### config.mk
export PLATFORM = sky130hd
export DESIGN_NAME = mower_obstacle_motion_fsm_unit
export DESIGN_NICKNAME = d
export VERILOG_FILES = /design/src/hdl/mofsm_pkg.sv /design/src/hdl/mower_obstacle_motion_fsm_unit.sv /design/src/hdl/mofsm_deg.sv
export VERILOG_INCLUDE_DIRS = /design/src /design/src/hdl
export SDC_FILE = /design/constraint.sdc
export NUM_CORES = 1
export LEC_CHECK = 0
export ABC_AREA = 1
export BUFFER_PORTS_ARGS = -buffer_cell sky130_fd_sc_hd__buf_2
export CORE_MARGIN = 1.5
export CORE_UTILIZATION = 45
export CTS_CLUSTER_DIAMETER = 200
export CTS_CLUSTER_SIZE = 24
export DETAILED_ROUTE_END_ITERATION = 12
export HOLD_SLACK_MARGIN = 0.12
export PLACE_DENSITY_LB_ADDON = 0.25
export SLEW_MARGIN = 20
export SYNTH_ARGS = -nofsm -noshare
export SYNTH_HDL_FRONTEND = slang
export SYNTH_SLANG_ARGS = --single-unit
### constraint.sdc
create_clock -name clk_i -period 12.3 [get_ports clk_i]
set_input_delay 0.615 -clock clk_i [delete_from_list [all_inputs] [get_ports clk_i]]
set_output_delay 0.615 -clock clk_i [all_outputs]
set_load 0.02 [all_outputs]
### src/hdl/mower_obstacle_motion_fsm_unit_macros.svh
// ----------------------------------------------------------------------------
// Mower obstacle motion FSM - assertion macros
// Shared concurrent assertion helpers for the motion controller.
// ----------------------------------------------------------------------------
`ifndef MOWER_OBSTACLE_MOTION_FSM_UNIT_MACROS_SVH
`define MOWER_OBSTACLE_MOTION_FSM_UNIT_MACROS_SVH

// checked property, disabled while reset is held
`define MOFSM_ASSERT(lbl, clk, rst_n, prop) \
  lbl: assert property (@(posedge clk) disable iff (!(rst_n)) (prop)) \
    else $error("mofsm assertion failed");

// checked property, also during reset
`define MOFSM_ASSERT_ALWAYS(lbl, clk, prop) \
  lbl: assert property (@(posedge clk) (prop)) \
    else $error("mofsm assertion failed");

`endif

### src/hdl/mofsm_pkg.sv
// ----------------------------------------------------------------------------
// Mower obstacle motion FSM - package
// Shared widths and constants for heading conversion and the top level.
// ----------------------------------------------------------------------------
`timescale 1ns / 1ps
`default_nettype none

package mofsm_pkg;

  localparam int unsigned MDEG_W  = 19;
  localparam int unsigned DEG_W   = 9;
  localparam int unsigned QDEG_W  = 10;

  // ceil(2^29 / 1000), exact quotient for any 19 bit operand
  localparam int unsigned RECIP_W     = 20;
  localparam int unsigned RECIP_SHIFT = 29;
  localparam logic [RECIP_W-1:0] RECIP_1000 = RECIP_W'(536871);
  localparam int unsigned PROD_W = MDEG_W + RECIP_W;

  localparam logic [QDEG_W-1:0] FULL_TURN_DEG = QDEG_W'(360);
  localparam logic [DEG_W-1:0]  HALF_TURN_DEG = DEG_W'(180);
  localparam logic [DEG_W-1:0]  TURN_DEG      = DEG_W'(45);

  // configuration register indexes
  typedef enum logic [2:0] {
    REG_FAST_SPEED     = 3'd0,
    REG_SLOW_SPEED     = 3'd1,
    REG_BLADE_SPEED    = 3'd2,
    REG_SLOW_DISTANCE  = 3'd3,
    REG_TURN_DISTANCE  = 3'd4,
    REG_CLOSE_DISTANCE = 3'd5,
    REG_REVERSE_TICKS  = 3'd6,
    REG_ROTATE_TICKS   = 3'd7
  } reg_idx_e;

endpackage

`default_nettype wire

### src/hdl/mower_obstacle_motion_fsm_unit.sv
// ----------------------------------------------------------------------------
// Mower obstacle motion FSM - top level
// Drive mode machine stepping once per control tick request.
// ----------------------------------------------------------------------------
//  channel   dir  handshake                     payload
//  s_axis    in   s_axis_tvalid/s_axis_tready   s_axis_tdata[39:0]
//  m_axis    out  m_axis_tvalid/m_axis_tready   m_axis_tdata[47:0]
//  cfg       in   cfg_we_i                      cfg_idx_i, cfg_data_i
//
//  One request per cycle unless m_axis stalls; registered through the input register,
//  heading register with the reciprocal multiply, and mode/result register.
//  Reset clears the mode machine, held outputs and counters; no clearing pass.
//  A stalled result freezes the whole pipe; s_axis_tready drops with it.
// ----------------------------------------------------------------------------
`timescale 1ns / 1ps
`default_nettype none
`include "mower_obstacle_motion_fsm_unit_macros.svh"

module mower_obstacle_motion_fsm_unit (
  input  wire logic        clk_i,
  input  wire logic        rst_ni,
  input  wire logic        s_axis_tvalid,
  output logic             s_axis_tready,
  // [0] bumper_a, [1] bumper_b, [2] lift_ok, [18:3] distance_mm,
  // [37:19] heading_mdeg, [39:38] zero
  input  wire logic [39:0] s_axis_tdata,
  output logic             m_axis_tvalid,
  input  wire logic        m_axis_tready,
  // [3:0] mode, [15:4] left_speed, [16] left_dir, [28:17] right_speed,
  // [29] right_dir, [41:30] blade_out, [42] drives_disabled, [47:43] zero
  output logic      [47:0] m_axis_tdata,
  input  wire logic        cfg_we_i,
  input  wire logic [2:0]  cfg_idx_i,
  input  wire logic [15:0] cfg_data_i
);

  typedef enum logic [3:0] {
    MODE_INIT     = 4'd0,
    MODE_FWD      = 4'd1,
    MODE_SLOW     = 4'd2,
    MODE_BACK     = 4'd3,
    MODE_STARTROT = 4'd4,
    MODE_ROT      = 4'd5,
    MODE_STOP     = 4'd6,
    MODE_CHECK    = 4'd7,
    MODE_ERROR    = 4'd8
  } mode_e;

  localparam logic [2:0] NEAR_LIMIT = 3'd5;
  localparam logic [1:0] HALT_LIMIT = 2'd2;
  localparam logic [1:0] HALT_MAX   = 2'd3;

  // configuration
  logic [11:0] fast_speed_q, slow_speed_q, blade_speed_q;
  logic [15:0] slow_dist_q, turn_dist_q, close_dist_q;
  logic [7:0]  rev_ticks_q, rot_ticks_q;

  // pipeline
  logic        adv;
  logic        s1_valid_q, s2_valid_q, out_valid_q;
  logic        s1_hit_q, s1_lift_q, s2_hit_q, s2_lift_q;
  logic [15:0] s1_dist_q, s2_dist_q;
  logic [mofsm_pkg::MDEG_W-1:0] s1_mdeg_q;
  logic [mofsm_pkg::DEG_W-1:0]  s1_deg, s2_deg_q;

  // machine state
  mode_e       mode_q, mode_d;
  logic [11:0] left_q, left_d, right_q, right_d, blade_q, blade_d;
  logic        ldir_q, ldir_d, rdir_q, rdir_d;
  logic [7:0]  rev_cnt_q, rev_cnt_d, rot_cnt_q, rot_cnt_d;
  logic [1:0]  halt_cnt_q, halt_cnt_d;
  logic [2:0]  near_cnt_q, near_cnt_d;
  logic        bump_q, bump_d;
  logic [mofsm_pkg::DEG_W-1:0] start_hdg_q, start_hdg_d;
  logic        off_d, off_q;

  assign adv           = !out_valid_q || m_axis_tready;
  assign s_axis_tready = adv;

  always_ff @(posedge clk_i or negedge rst_ni) begin
    if (!rst_ni) begin
      fast_speed_q  <= 12'd2000;
      slow_speed_q  <= 12'd1000;
      blade_speed_q <= 12'd4000;
      slow_dist_q   <= 16'd1000;
      turn_dist_q   <= 16'd800;
      close_dist_q  <= 16'd400;
      rev_ticks_q   <= 8'd10;
      rot_ticks_q   <= 8'd10;
    end else if (cfg_we_i) begin
      case (mofsm_pkg::reg_idx_e'(cfg_idx_i))
        mofsm_pkg::REG_FAST_SPEED:     fast_speed_q  <= cfg_data_i[11:0];
        mofsm_pkg::REG_SLOW_SPEED:     slow_speed_q  <= cfg_data_i[11:0];
        mofsm_pkg::REG_BLADE_SPEED:    blade_speed_q <= cfg_data_i[11:0];
        mofsm_pkg::REG_SLOW_DISTANCE:  slow_dist_q   <= cfg_data_i;
        mofsm_pkg::REG_TURN_DISTANCE:  turn_dist_q   <= cfg_data_i;
        mofsm_pkg::REG_CLOSE_DISTANCE: close_dist_q  <= cfg_data_i;
        mofsm_pkg::REG_REVERSE_TICKS:  rev_ticks_q   <= cfg_data_i[7:0];
        mofsm_pkg::REG_ROTATE_TICKS:   rot_ticks_q   <= cfg_data_i[7:0];
        default: ;
      endcase
    end
  end

  mofsm_deg u_deg (
    .mdeg_i (s1_mdeg_q),
    .deg_o  (s1_deg)
  );

  always_ff @(posedge clk_i or negedge rst_ni) begin
    if (!rst_ni) begin
      s1_valid_q  <= 1'b0;
      s2_valid_q  <= 1'b0;
      out_valid_q <= 1'b0;
    end else if (adv) begin
      s1_valid_q  <= s_axis_tvalid;
      s2_valid_q  <= s1_valid_q;
      out_valid_q <= s2_valid_q;
    end
  end

  always_ff @(posedge clk_i) begin
    if (adv) begin
      s1_hit_q  <= !s_axis_tdata[0] || !s_axis_tdata[1];
      s1_lift_q <= s_axis_tdata[2];
      s1_dist_q <= s_axis_tdata[18:3];
      s1_mdeg_q <= s_axis_tdata[37:19];
      s2_hit_q  <= s1_hit_q;
      s2_lift_q <= s1_lift_q;
      s2_dist_q <= s1_dist_q;
      s2_deg_q  <= s1_deg;
    end
  end

  always_comb begin
    logic [mofsm_pkg::DEG_W-1:0] diff;
    logic [1:0]                  halt_inc;
    logic [2:0]                  near_inc;

    mode_d      = mode_q;
    left_d      = left_q;
    right_d     = right_q;
    blade_d     = blade_q;
    ldir_d      = ldir_q;
    rdir_d      = rdir_q;
    rev_cnt_d   = rev_cnt_q;
    rot_cnt_d   = rot_cnt_q;
    halt_cnt_d  = halt_cnt_q;
    near_cnt_d  = near_cnt_q;
    bump_d      = bump_q;
    start_hdg_d = start_hdg_q;

    diff = (start_hdg_q > s2_deg_q) ? (start_hdg_q - s2_deg_q) : (s2_deg_q - start_hdg_q);
    if (diff > mofsm_pkg::HALF_TURN_DEG) begin
      diff = mofsm_pkg::DEG_W'(mofsm_pkg::FULL_TURN_DEG - mofsm_pkg::QDEG_W'(diff));
    end
    halt_inc = (halt_cnt_q < HALT_MAX) ? (halt_cnt_q + 2'd1) : halt_cnt_q;
    near_inc = near_cnt_q + 3'd1;

    case (mode_q)
      MODE_FWD: begin
        left_d  = fast_speed_q; ldir_d = 1'b1;
        right_d = fast_speed_q; rdir_d = 1'b0;
        blade_d = blade_speed_q;
        mode_d  = MODE_CHECK;
      end
      MODE_SLOW: begin
        left_d  = slow_speed_q; ldir_d = 1'b1;
        right_d = slow_speed_q; rdir_d = 1'b0;
        blade_d = blade_speed_q;
        mode_d  = MODE_CHECK;
      end
      MODE_BACK: begin
        left_d  = fast_speed_q; ldir_d = 1'b0;
        right_d = fast_speed_q; rdir_d = 1'b1;
        blade_d = blade_speed_q;
        if (rev_cnt_q < rev_ticks_q) begin
          rev_cnt_d = rev_cnt_q + 8'd1;
        end else begin
          rev_cnt_d = 8'd0;
          mode_d    = MODE_STARTROT;
        end
      end
      MODE_STARTROT: begin
        rot_cnt_d   = 8'd0;
        start_hdg_d = s2_deg_q;
        mode_d      = MODE_ROT;
      end
      MODE_ROT: begin
        left_d  = 12'd0;        ldir_d = 1'b1;
        right_d = slow_speed_q; rdir_d = 1'b0;
        blade_d = blade_speed_q;
        if (rot_cnt_q < rot_ticks_q && diff < mofsm_pkg::TURN_DEG) begin
          rot_cnt_d = rot_cnt_q + 8'd1;
        end else begin
          rot_cnt_d = 8'd0;
          mode_d    = MODE_CHECK;
        end
      end
      MODE_STOP: begin
        halt_cnt_d = halt_inc;
        if (halt_inc >= HALT_LIMIT) begin
          halt_cnt_d = 2'd0;
          mode_d     = bump_q ? MODE_BACK : MODE_CHECK;
        end
      end
      MODE_CHECK: begin
        if (!s2_lift_q) begin
          mode_d = MODE_ERROR;
        end else if (s2_hit_q) begin
          bump_d = 1'b1;
          mode_d = MODE_STOP;
        end else begin
          bump_d = 1'b0;
          if (s2_dist_q >= slow_dist_q) begin
            mode_d = MODE_FWD;
          end else if (s2_dist_q > turn_dist_q) begin
            mode_d = MODE_SLOW;
          end else if (s2_dist_q > close_dist_q) begin
            mode_d = MODE_STARTROT;
          end else if (near_inc > NEAR_LIMIT) begin
            near_cnt_d = 3'd0;
            mode_d     = MODE_BACK;
          end else begin
            near_cnt_d = near_inc;
            mode_d     = MODE_STOP;
          end
        end
      end
      MODE_ERROR: begin
        if (s2_lift_q) begin
          mode_d = MODE_CHECK;
        end
      end
      default: begin
        left_d  = 12'd0;
        right_d = 12'd0;
        blade_d = 12'd0;
        mode_d  = MODE_CHECK;
      end
    endcase

    off_d = (mode_d == MODE_STOP) || (mode_d == MODE_ERROR);
    if (off_d) begin
      left_d  = 12'd0;
      right_d = 12'd0;
      blade_d = 12'd0;
      ldir_d  = 1'b1;
      rdir_d  = 1'b0;
    end
  end

  always_ff @(posedge clk_i or negedge rst_ni) begin
    if (!rst_ni) begin
      mode_q      <= MODE_INIT;
      left_q      <= 12'd0;
      right_q     <= 12'd0;
      blade_q     <= 12'd0;
      ldir_q      <= 1'b0;
      rdir_q      <= 1'b0;
      rev_cnt_q   <= 8'd0;
      rot_cnt_q   <= 8'd0;
      halt_cnt_q  <= 2'd0;
      near_cnt_q  <= 3'd0;
      bump_q      <= 1'b0;
      start_hdg_q <= '0;
      off_q       <= 1'b0;
    end else if (adv && s2_valid_q) begin
      mode_q      <= mode_d;
      left_q      <= left_d;
      right_q     <= right_d;
      blade_q     <= blade_d;
      ldir_q      <= ldir_d;
      rdir_q      <= rdir_d;
      rev_cnt_q   <= rev_cnt_d;
      rot_cnt_q   <= rot_cnt_d;
      halt_cnt_q  <= halt_cnt_d;
      near_cnt_q  <= near_cnt_d;
      bump_q      <= bump_d;
      start_hdg_q <= start_hdg_d;
      off_q       <= off_d;
    end
  end

  assign m_axis_tvalid = out_valid_q;
  assign m_axis_tdata  = {5'd0, off_q, blade_q, rdir_q, right_q, ldir_q, left_q, mode_q};

  `MOFSM_ASSERT(a_off_speeds_zero, clk_i, rst_ni, off_q |-> ((left_q | right_q | blade_q) == 12'd0))
  `MOFSM_ASSERT(a_halt_bounded, clk_i, rst_ni, halt_cnt_q != HALT_MAX)
  `MOFSM_ASSERT(a_near_bounded, clk_i, rst_ni, near_cnt_q <= NEAR_LIMIT)
  `MOFSM_ASSERT(a_rot_cnt_idle, clk_i, rst_ni, (mode_q != MODE_ROT) |-> (rot_cnt_q == 8'd0))
  `MOFSM_ASSERT(a_rev_cnt_idle, clk_i, rst_ni, (mode_q != MODE_BACK) |-> (rev_cnt_q == 8'd0))

endmodule

`default_nettype wire

### src/hdl/mofsm_deg.sv
// ----------------------------------------------------------------------------
// Mower obstacle motion FSM - heading conversion
// Millidegrees to whole degrees folded into 0..359 (reciprocal multiply).
// ----------------------------------------------------------------------------
`timescale 1ns / 1ps
`default_nettype none

module mofsm_deg (
  input  wire logic [mofsm_pkg::MDEG_W-1:0] mdeg_i,
  output logic      [mofsm_pkg::DEG_W-1:0]  deg_o
);

  logic [mofsm_pkg::PROD_W-1:0] prod;
  logic [mofsm_pkg::QDEG_W-1:0] quot;
  logic [mofsm_pkg::QDEG_W-1:0] fold;

  assign prod = mofsm_pkg::PROD_W'(mdeg_i) * mofsm_pkg::PROD_W'(mofsm_pkg::RECIP_1000);
  assign quot = prod[mofsm_pkg::RECIP_SHIFT +: mofsm_pkg::QDEG_W];
  assign fold = (quot >= mofsm_pkg::FULL_TURN_DEG) ? (quot - mofsm_pkg::FULL_TURN_DEG) : quot;
  assign deg_o = fold[mofsm_pkg::DEG_W-1:0];

endmodule

`default_nettype wire
### Word level (Yosys, flattened, before mapping)

Cells that the tools add are included.

| storage, ports and cells | value |
|---|---|
| logic and storage cells | 139 |
| output and inout port bits | 50 |
| flip-flop bits (word level) | 241 |

| operators by class | value |
|---|---|
| $lt $le $gt $ge | 12 |
| bitwise operators | 4 |
| $add $sub $neg | 8 |
| eq/ne operators | 18 |
| reduce and logical (&&, ||, !) cells | 32 |
| mux-type cells | 32 |
| multiply operators | 1 |

Operators with widths:

| operator | count |
|---|---|
| 12-bit one-hot mux with 3 select lines | 2 |
| 19-bit by 20-bit multiplier with 39-bit output (second input constant) | 1 |
| 12-bit two-way mux | 3 |
| 16-bit greater-than comparator | 2 |
| 2-bit AND reduction | 14 |
| 9-bit two-way mux | 3 |
| 12-bit one-hot mux with 2 select lines | 1 |
| 4-bit one-hot mux with 6 select lines | 1 |
| 3-bit two-way mux | 7 |
| 4-bit by 3-bit equality test with 1-bit output (second input constant) | 5 |
| 4-bit two-way mux | 5 |
| 9-bit subtractor | 2 |
| 8-bit by 1-bit adder with 8-bit output (second input constant) | 2 |
| 16-bit greater-or-equal comparator | 1 |
| 8-bit < comparator | 2 |
| 8-bit two-way mux | 2 |
| 8-bit one-hot mux with 2 select lines | 1 |
| 3-bit equality test (second input constant) | 4 |
| 10-bit by 9-bit greater-or-equal comparator with 1-bit output (second input constant) | 1 |
| 9-bit by 8-bit greater-than comparator with 1-bit output (second input constant) | 1 |
| 9-bit greater-than comparator | 1 |
| 9-bit by 6-bit < comparator with 1-bit output (second input constant) | 1 |
| 9-bit subtractor (first input constant) | 1 |
| 9-bit subtractor (second input constant) | 1 |
| 26 further kinds | 43 |

### Logic depth before layout (Yosys ltp)

Gate-level depths: netlist of the first run.

| logic depth | value |
|---|---|
| depth in word-level cells | 13 |
| depth in mapped cells | 35 |

### Hierarchy

Synthesis of the first run repeated with hierarchy kept, for this count alone.

| second synthesis, totals | value |
|---|---|
| cells, all modules | 2189 |
| area total of the unflattened synthesis | 18402.6 um^2 |

Modules (own cells, without submodules):

| module | instances | area each (um^2) | cells each |
|---|---|---|---|
| mower_obstacle_motion_fsm_unit | 1 | 12460.7 | 1416 |
| mofsm_deg | 1 | 5941.9 | 773 |

### Least setup slack after synthesis of the first run

No wires, ideal clock.

| timing path | value |
|---|---|
| path type | flip-flop to flip-flop |
| start | register s1_mdeg_q[16] (netlist name) |
| end | register s2_deg_q[4] (netlist name), data pin |
| path slack | 6.597 ns |
| clock period less this slack | 5.703 ns |
| data required time | 12.034 ns |
| cell stages (with the launch flop) | 25 |
| arrival | 5.438 ns |
| path through | edfxtp_1 fa_1 inv_1 fa_1 inv_1 fa_1 inv_1 fa_1 inv_1 fa_1 fa_1 ha_1 a21oi_1 o21ai_0 o21ai_0 nand2_1 nand2_1 nand2_1 or2_2 nand2_1 nand2_1 nand2_1 nand2_1 nand2_1 o21ai_0 |

| on the way | value |
|---|---|
| longest elaborated chain between the ends | 3 |
| elaborated cells on any way between the ends | 4 |
| those cells by class | add/sub (1); mul (1); order compare (1); mux (1) |

RTL lines:

| item | line | text |
|---|---|---|
| from (decl) | mower_obstacle_motion_fsm_unit.sv:63 | `logic [mofsm_pkg::MDEG_W-1:0] s1_mdeg_q;` |
| from (signal assigned) | mower_obstacle_motion_fsm_unit.sv:127 | `s1_mdeg_q <= s_axis_tdata[37:19];` |
| 19-bit by 20-bit multiplier with 39-bit output * | mofsm_deg.sv:17 | `assign prod = mofsm_pkg::PROD_W'(mdeg_i) * mofsm_pkg::PROD_W'(mofsm_pkg::RECIP_1000);` |
| 9-bit subtractor / 10-bit by 9-bit greater-or-equal comparator with 1-bit output (equally long branches) | mofsm_deg.sv:19 | `assign fold = (quot >= mofsm_pkg::FULL_TURN_DEG) ? (quot - mofsm_pkg::FULL_TURN_DEG) : quot;` |
| 9-bit two-way mux * | mofsm_deg.sv:19 |  |
| via s1_deg (one bit) | mower_obstacle_motion_fsm_unit.sv:64 | `logic [mofsm_pkg::DEG_W-1:0] s1_deg, s2_deg_q;` |
| to (signal assigned) | mower_obstacle_motion_fsm_unit.sv:131 | `s2_deg_q <= s1_deg;` |
| to (decl) | mower_obstacle_motion_fsm_unit.sv:64 |  |

Mark *: on every way through the listed nets, which the timed path passes. The rest lies on a longest branch.
A chain may end at the register's enable or synchronous reset.

### Worst setup path in the final report of the first run

| timing path | value |
|---|---|
| start | register s1_mdeg_q[16] (netlist name) |
| end | register s2_deg_q[7] (netlist name), data pin |

The elaborated chain is that of the path after synthesis.

==> flow_metrics.py, run 1 <==
metrics = {
    "synthesis": {
        "syn_inst": 2061,
        "ys.flop_type": "dfrtp_1",
        "ys_async_sr_fraction_pct": 73.4,
        "synth-edff-count": 64,
        "ys_seq_area_share_pct": 35.5,
        "ys_warn_count": 0,
        "synth_area_sq_um": 18000,
        "synthDistinctLibCells": 51,
        "avgSynthCellArea_sq_um": 8.74,
        "synth-seq-cells": 241,
    },
    "route": {
        "via_per_inst": 4.97,
        "drt-initial-drc-count": 689,
        "drtPass1Iterations": 6,
        "drc": 0,
        "vias": 13300,
        "detail-route-antenna-nets": 0,
        "wl_um": 40400,
        "wl_per_cell_um": 15.1,
    },
    "outcome": {
        "status": "finished clean",
    },
    "setup_path": {
        "cp_data_arrival_time_ps": 6700,
        "required_ps": 12560,
        "cp_max_fo": 8,
        "setup.worst_path.start_class": "flop",
        "path_class": "reg2reg",
        "critPathCaptureType": "flop",
    },
    "floorplanning": {
        "rows": 73,
        "fp.coreArea_sq_um": 39600,
        "start_util_pct": 45.5,
        "die-area_sq_um": 41300,
        "die_w_um": 203,
        "die_h_um": 203,
        "design.portCount": 114,
    },
    "global_route": {
        "met3_usage_pct": 3.52,
        "antenna_found_initial": 0,
        "grt_pass1_wl_um": 67300,
        "grtUsageMet1_pct": 27.9,
        "gr-usage-all-layers_pct": 20.2,
        "grt_overflow": 0,
        "met2_usage_pct": 33.2,
        "busiest_layer": "met2",
        "grt_start_max_net_pins": 74,
        "grt_pass1_vias": 13400,
    },
    "timing": {
        "tightest_slew_ps": 1050,
        "hold_viol": 0,
        "fin_ws_ps": 5850,
        "setup_tns_ps": 0,
        "period_needed_ps": 6450,
        "finalClockSkew_ps": 43.2,
        "setup_violations": 0,
        "relSlewSlack_pct": 30.0,
        "period_share_pct": 52.4,
        "drv_slew": 0,
        "rsz0062_at_grt": "no",
        "max_freq_mhz": 155,
    },
    "cts": {
        "cts_root_buf": "clkbuf_16",
        "clk_latency_ps": 520,
        "h-tree-depth": 1,
        "post-cts-setup-buffer-count": 0,
        "cts-buffers-inserted": 14,
        "clockBufferDepth": 3,
        "cts.sinks": 241,
        "clkTransAtPathRegs_ps": 100,
        "cts_hold_buf": 0,
        "cts_resized": 0,
        "cts_tree": "built",
    },
    "placed_design": {
        "dp_slack_ps": 5830,
        "io_buffer_count": 106,
        "dp.cells": 2656,
        "place.gp.congestion": 0.887,
        "hpwl_um": 31700,
    },
    "layout": {
        "drive_gt1_share_pct": 11.2,
        "nNetsFinal": 2541,
        "final.fill_count": 3822,
        "area_growth_syn_to_layout_pct": 7.85,
        "instances_no_fill": 2680,
        "insertedDiodeCount": 0,
    },
    "min_path": {
        "min_path_type": "in2async",
    },
    "job": {
        "drv_cap": 0,
    },
}
## final cells by class
cell class | instances | area (sq um) | area share, %
Clock inverter | 1 | 30.0 | 0.155
Clock buffer | 23 | 405 | 2.09
Multi-Input combinational cell | 1363 | 9810 | 50.5
Inverter | 416 | 1560 | 8.04
Timing Repair Buffer | 111 | 574 | 2.96
Sequential cell | 241 | 6390 | 32.9
Tap cell | 525 | 657 | 3.38
## synthesized netlist by cell type (4+ instances only)
master | number | area (sq um)
dfrtp_1 | 143 | 3580
buf_2 | 7 | 35.0
nand2_4 | 7 | 78.8
o21a_1 | 7 | 52.6
nand3_1 | 63 | 315
nand2_1 | 430 | 1610
inv_1 | 412 | 1550
a31oi_1 | 4 | 25.0
o21ai_1 | 7 | 35.0
a21oi_1 | 88 | 440
xnor2_1 | 7 | 61.3
a21o_1 | 9 | 67.6
o21ai_2 | 6 | 52.6
o211ai_1 | 5 | 37.5
xor2_1 | 15 | 131
buf_12 | 4 | 80.1
fa_1 | 83 | 1660
o21ai_0 | 170 | 851
nand4_1 | 19 | 119
buf_4 | 8 | 60.1
ha_1 | 247 | 3090
nand2_2 | 15 | 93.8
edfxtp_1 | 64 | 1920
dfstp_2 | 34 | 893
nor2_1 | 96 | 360
clkbuf_1 | 25 | 93.8
nand3b_1 | 6 | 45.0
nor3_1 | 11 | 55.1
nand3_2 | 33 | 330
## placed cells by master, fill, tap and decap left out, types with 8 or more instances in the layout
| master | instances |
|---|---|
| nand3_2 | 35 |
| clkbuf_1 | 8 |
| nand4_1 | 19 |
| dfstp_2 | 34 |
| a21oi_1 | 88 |
| a21o_1 | 9 |
| xor2_1 | 15 |
| fa_1 | 83 |
| o21ai_0 | 170 |
| inv_1 | 411 |
| nor2_1 | 96 |
| buf_2 | 105 |
| nor3_1 | 11 |
| edfxtp_1 | 64 |
| dfrtp_1 | 143 |
| nand2_2 | 16 |
| ha_1 | 247 |
| nand3_1 | 61 |
| nand2_1 | 429 |
| clkbuf_16 | 15 |
## per-layer routing
metal,share of wire (%),vias to the layer above,wire (um)
met1,47,6340,19200
met3,4.7,45,1890
met2,46,216,18400
li1,-,6718,-
met5,0,-,0
met4,2.3,0,919
## cell families after synthesis
kind of cell,after synthesis,synth area share [%]
AND/OR/NAND/NOR,697,17.6
buffers and inverters,461,10.2
adder cells (fa/ha/maj),330,26.4
AO/OA/AOI/OAI,308,9.19
flip-flops,241,35.5
XOR/XNOR,22,1.07
other,1,0.0208
multiplexers,1,0.0625
## per-stage QoR
stage	hold slack, ps	util, %	cell area (sq um)
2_1_floorplan	319	-	18000
3_3_place_gp	405	47.9	19000
3_5_place_dp	405	47.9	19000
4_1_cts	126	49.0	19400
5_1_grt	151	49.0	19400
6_report	102	49.0	19400
## flip-flops by register name, summed over array words and instances (netlist names), 2 cells and up
name / flops
near_cnt_q: 3
slow_speed_q: 12
left_q: 12
blade_speed_q: 12
s2_deg_q: 9
right_q: 12
fast_speed_q: 12
mode_q: 4
s2_dist_q: 16
slow_dist_q: 16
rot_ticks_q: 8
rev_cnt_q: 8
rev_ticks_q: 8
s1_mdeg_q: 19
close_dist_q: 16
s1_dist_q: 16
halt_cnt_q: 2
blade_q: 12
start_hdg_q: 9
turn_dist_q: 16
rot_cnt_q: 8
## final timing paths
| check | end | slack [ps] | cells after the start | from |
|---|---|---|---|---|
| setup / recovery | s2_deg_q[7] | 5850 | 24 | s1_mdeg_q[16] |
| hold / removal | rot_cnt_q[5] | 100 | 1 | rst_ni |
| setup reg to reg | s2_deg_q[7] | 5850 | 24 | s1_mdeg_q[16] |
| hold reg to reg | s2_dist_q[2] | 420 | 0 | s1_dist_q[2] |
| min in group clk_i | s1_lift_q | 270 | 1 | s_axis_tdata[2] |
| max in group asynchronous | slow_speed_q[2] | 10320 | 3 | rst_ni |
## critical path: stages, from the launching register on
cell      delay, ps
edfxtp_1        590
fa_1            610
inv_1            50
fa_1            470
inv_1            60
fa_1            500
inv_1            60
fa_1            540
inv_1            60
fa_1            500
fa_1            490
ha_1            350
a21oi_1         180
o21ai_0         100
o21ai_0         400
nand2_1         130
nand2_1          90
nand2_1          50
or2_2           270
nand2_1         130
nand2_1          90
nand2_1         110
nand2_1         160
nand2_1         100
o21ai_0         100
Power of run 1 is left out: the tool's default activity adds up to more than one toggle a clock period on the data nets, which glitch-free logic cannot reach.
==> run 2, diff against run 1 <==
==> constraint.sdc (replaced) <==
create_clock -name clk_i -period 5.8 [get_ports clk_i]
set_input_delay 0.29 -clock clk_i [delete_from_list [all_inputs] [get_ports clk_i]]
set_output_delay 0.29 -clock clk_i [all_outputs]
set_load 0.02 [all_outputs]
==> flow_metrics.py, run 2 (synthesis gave the netlist of run 1 again) <==
metrics = {
    "floorplanning": {
        "fp.coreArea_sq_um": 39600,
        "start_util_pct": 45.5,
        "die_w_um": 203,
        "die_h_um": 203,
        "design.portCount": 114,
        "rows": 73,
        "die-area_sq_um": 41300,
    },
    "cts": {
        "cts_root_buf": "clkbuf_16",
        "cts_tree": "built",
        "cts-buffers-inserted": 14,
        "h-tree-depth": 1,
        "clkTransAtPathRegs_ps": 120,
        "clockBufferDepth": 3,
        "clk_latency_ps": 510,
        "cts.sinks": 241,
    },
    "layout": {
        "utilization_pct": 51.8,
        "final_cell_mix": "nand2_1 (418), inv_1 (397), ha_1 (239), o21ai_0 (162), dfrtp_1 (143)",
        "final.fill_count": 3696,
        "drive_gt1_share_pct": 15.1,
        "nNetsFinal": 2638,
        "seq_area_sq_um": 6390,
        "final_common_cell": "nand2_1",
        "final_area_sq_um": 20500,
        "area_growth_syn_to_layout_pct": 13.8,
        "top_register": "s1_mdeg_q",
        "multiInputGateArea_sq_um": 10000,
        "largest_reg_flops": 19,
    },
    "global_route": {
        "grt_start_max_net_pins": 81,
        "grt_overflow": 0,
        "antenna_found_initial": 1,
        "grt_pass1_wl_um": 69600,
        "grt_pass1_vias": 13900,
        "gr-usage-all-layers_pct": 21.0,
    },
    "route": {
        "vias": 13800,
        "drc": 0,
        "via_per_inst": 4.96,
        "detail-route-antenna-nets": 0,
        "drtPass1Iterations": 5,
        "wl_per_cell_um": 15.3,
        "wl_um": 42500,
        "drt-initial-drc-count": 628,
    },
    "setup_path": {
        "setup.worst_path.start_class": "flop",
        "cp.depth": 24,
        "crit_buf_inv": 5,
        "endpoint": "s2_deg_q[3]",
        "path_cells": "fa_1, inv_2, fa_1, inv_2, fa_2, inv_2, fa_2, inv_2, fa_2, fa_2, ha_4, a21oi_4, o21a_1, o31ai_1, a21oi_1, nand2_1, xnor2_2, nand2_2, nand3_2, nand2_2, nand2_2, buf_4, nand3_1, nand2_1",
        "crit_start": "s1_mdeg_q[18]",
        "cp_max_fo": 4,
        "cp_data_arrival_time_ps": 5970,
        "r2r-end": "s2_deg_q[3]",
        "rr_startpoint": "s1_mdeg_q[18]",
        "slowest_delay_ps": 560,
        "worstRegToRegCells": 24,
        "slowest_stage": "fa_1",
        "crit_family": "adder cells",
        "critPathCaptureType": "flop",
        "required_ps": 6060,
        "reg2reg_slack_ps": 90,
        "path_class": "reg2reg",
    },
    "min_path": {
        "min_path_type": "in2reg",
        "min_from": "cfg_data_i[11]",
    },
    "timing": {
        "setup_violations": 0,
        "hold_viol": 0,
        "drv_slew": 0,
        "setup_tns_ps": 0,
        "period_needed_ps": 5710,
        "relSlewSlack_pct": 33.0,
        "tightest_slew_ps": 1000,
        "rsz0062_at_grt": "yes",
        "finalClockSkew_ps": 45.5,
        "period_share_pct": 98.4,
        "max_freq_mhz": 175,
    },
    "placed_design": {
        "io_buffer_count": 106,
        "place_area_sq_um": 19200,
        "place.gp.congestion": 0.879,
        "hpwl_um": 33100,
    },
    "outcome": {
        "status": "finished clean",
    },
    "job": {
        "drv_cap": 0,
    },
}
[run 2: area by class of cell]
class	instances	area share [%]
diodes	1	0.0122
flip-flops and latches	241	31.2
clock buffers	23	1.98
inverters	416	7.63
well taps	525	3.20
clock inverters	1	0.146
multi-input cells	1363	48.9
repair buffers	208	7.00
[run 2: worst min-delay path by stage]
stage / to / depth (start not counted)
after floorplan: blade_q[0] / 0
after global placement: rot_cnt_q[4] / 1
after detailed placement: rot_cnt_q[4] / 1
after CTS: slow_dist_q[8] / 3
after global routing: slow_dist_q[11] / 3
final: turn_dist_q[11] / 3
[run 2: worst reg2reg max path, delay by kind of cell (launching register included)]
| kind | cells | cell delay [ps] |
|---|---|---|
| compound gates | 4 | 610 |
| xor+xnor | 1 | 110 |
| buf+inv | 5 | 300 |
| simple gates | 7 | 570 |
| flops | 1 | 440 |
| fa+ha+maj | 7 | 3440 |
[run 2: layer usage]
layer  GRT usage, %  vias up  wire [um]  part of all wire (%)
met5              0        -          0                     0
met4           4.92        0        926                   2.2
met3           2.57       48       1490                   3.5
met2           35.2      206      19900                    47
met1           28.8     6585      20300                    48
li1               -     6941          -                     -
[run 2: metrics by stage]
step                      std cells  worst slack [ps]  hold slack, ps
after floorplan                2065              96.5           -5.59
after global placement         2688              -130             387
after detailed placement       2688              -176             391
after CTS                      2765              1.74             219
after global routing           2777             -81.4             216
final                          2778              94.4             225
[run 2: what timing repair did]
item	CTS	global route
gates cloned	0	0
endpoints found under the hold margin	121	0
pin swaps	2	45
hold buffers	52	0
setup endpoints to repair	6	6
buffers inserted	1	12
resized for setup	12	55
Power of run 2 is left out for the same reason.
==> run 3, diff against run 2 <==
--- a/config.mk
+++ b/config.mk
@@ -15,6 +15,7 @@
 export DETAILED_ROUTE_END_ITERATION = 12
 export HOLD_SLACK_MARGIN = 0.12
 export PLACE_DENSITY_LB_ADDON = 0.25
+export SETUP_SLACK_MARGIN = 0.3
 export SLEW_MARGIN = 20
 export SYNTH_ARGS = -nofsm -noshare
 export SYNTH_HDL_FRONTEND = slang
==> flow_metrics.py, run 3 (synthesis gave the netlist of run 1 again) <==
metrics = {
    "cts": {
        "cts.sinks": 241,
        "cts_root_buf": "clkbuf_16",
        "clk_latency_ps": 500,
        "h-tree-depth": 1,
        "cts-buffers-inserted": 14,
        "cts_tree": "built",
        "clkTransAtPathRegs_ps": 110,
        "clockBufferDepth": 3,
    },
    "global_route": {
        "grt_pass1_vias": 14100,
        "grt_pass1_wl_um": 70200,
        "grt_overflow": 0,
        "gr-usage-all-layers_pct": 21.0,
        "antenna_found_initial": 0,
        "grt_start_max_net_pins": 107,
    },
    "setup_path": {
        "reg2reg_slack_ps": 160,
        "path_class": "reg2reg",
        "setup.worst_path.start_class": "flop",
        "required_ps": 6060,
        "critPathCaptureType": "flop",
        "cp_data_arrival_time_ps": 5890,
        "cp_max_fo": 8,
    },
    "timing": {
        "max_freq_mhz": 177,
        "hold_viol": 0,
        "tightest_slew_ps": 1010,
        "relSlewSlack_pct": 32.5,
        "rsz0062_at_grt": "yes",
        "drv_slew": 0,
        "setup_violations": 0,
        "finalClockSkew_ps": 38.2,
        "period_needed_ps": 5640,
        "period_share_pct": 97.2,
    },
    "floorplanning": {
        "design.portCount": 114,
        "die-area_sq_um": 41300,
        "die_w_um": 203,
        "start_util_pct": 45.5,
        "die_h_um": 203,
        "rows": 73,
        "fp.coreArea_sq_um": 39600,
    },
    "layout": {
        "top_register": "s1_mdeg_q",
        "drive_gt1_share_pct": 14.5,
        "largest_reg_flops": 19,
        "area_growth_syn_to_layout_pct": 13.4,
        "final_cell_mix": "nand2_1 (414), inv_1 (405), ha_1 (240), o21ai_0 (161), dfrtp_1 (143)",
        "nNetsFinal": 2625,
        "final_common_cell": "nand2_1",
        "utilization_pct": 51.6,
    },
    "route": {
        "drc": 0,
        "top_layer": "met4",
        "m1WireLength_um": 19800,
        "via_per_inst": 4.96,
        "wl_um": 42000,
        "drt-initial-drc-count": 723,
        "wl_per_cell_um": 15.2,
        "vias": 13700,
        "detail-route-antenna-nets": 0,
        "wl_met2_um": 19400,
        "wl_met3_um": 1840,
        "drtPass1Iterations": 5,
    },
    "job": {
        "drv_cap": 0,
    },
    "placed_design": {
        "hpwl_um": 32400,
        "io_buffer_count": 106,
        "place.gp.congestion": 0.874,
    },
    "outcome": {
        "status": "finished clean",
    },
    "min_path": {
        "min_path_type": "in2reg",
    },
}
==> run 3: changes by cell type in the layout (fill, tap and decap cells not counted), sizes merged <==
cell,delta
clkbuf,+1
buf,-14
==> run 3: area by class of cell <==
cell class / count / area [sq um]
fill: 3750 / 19200
timing repair buffer: 195 / 1350
multi-input combinational: 1363 / 10000
clock inverter: 1 / 30.0
inverter: 416 / 1560
clock buffer: 23 / 407
tap: 525 / 657
sequential: 241 / 6390
antenna: 1 / 2.50
==> run 3: routing by layer <==
metal / GRT usage (%) / vias up
li1: - / 6912
met1: 28.9 / 6496
met2: 35.2 / 247
met3: 2.81 / 52
met4: 5.00 / 0
met5: 0 / -
==> run 3: stage by stage <==
step / setup WS (ps) / instances / hold WS, ps / instance area [sq um] / TNS, ps
after floorplan: 300 / 2065 / -5.59 / 18100 / 0
after global placement: 17.5 / 2677 / 403 / 19200 / 0
after detailed placement: -44.0 / 2677 / 405 / 19200 / -108
after CTS: 145 / 2762 / 238 / 20300 / 0
after global routing: -102 / 2764 / 250 / 20400 / -462
final: 163 / 2765 / 247 / 20400 / 0
==> run 3: worst max-delay path: stages, from the launching register on <==
cell and delay (ps):
edfxtp_1 450, fa_1 580, inv_2 50, fa_1 510, inv_1 50, fa_1 490, inv_2 50, fa_2 520
inv_2 30, fa_1 490, fa_2 450, ha_4 320, a21oi_4 60, o21a_1 220, o31ai_2 180, a21oi_1 90
nand2_1 140, xnor2_2 150, nand2_1 110, nand3_2 130, nand2_4 70, nand2_4 70, nand2_4 70, nand2_1 60
o21ai_1 60
==> run 3: final timing paths <==
check | start | to | depth (start not counted)
max | s1_mdeg_q[16] | s2_deg_q[4] | 24
min | cfg_data_i[11] | slow_dist_q[11] | 3
max reg2reg | s1_mdeg_q[16] | s2_deg_q[4] | 24
min reg2reg | s1_dist_q[6] | s2_dist_q[6] | 0
max in group asynchronous | rst_ni | blade_speed_q[0] | 3
min in group asynchronous | rst_ni | rot_cnt_q[4] | 2
==> run 3: repair_timing <==
| action | 4_1_cts | 5_1_grt |
|---|---|---|
| hold buffers | 52 | 0 |
| endpoints found under the hold margin | 150 | 0 |
| endpoints found under the setup margin | 6 | 8 |
| setup buffers | 9 | 2 |
| resized for setup | 29 | 28 |
| pin swaps | 28 | 25 |
Power of run 3 is left out for the same reason.
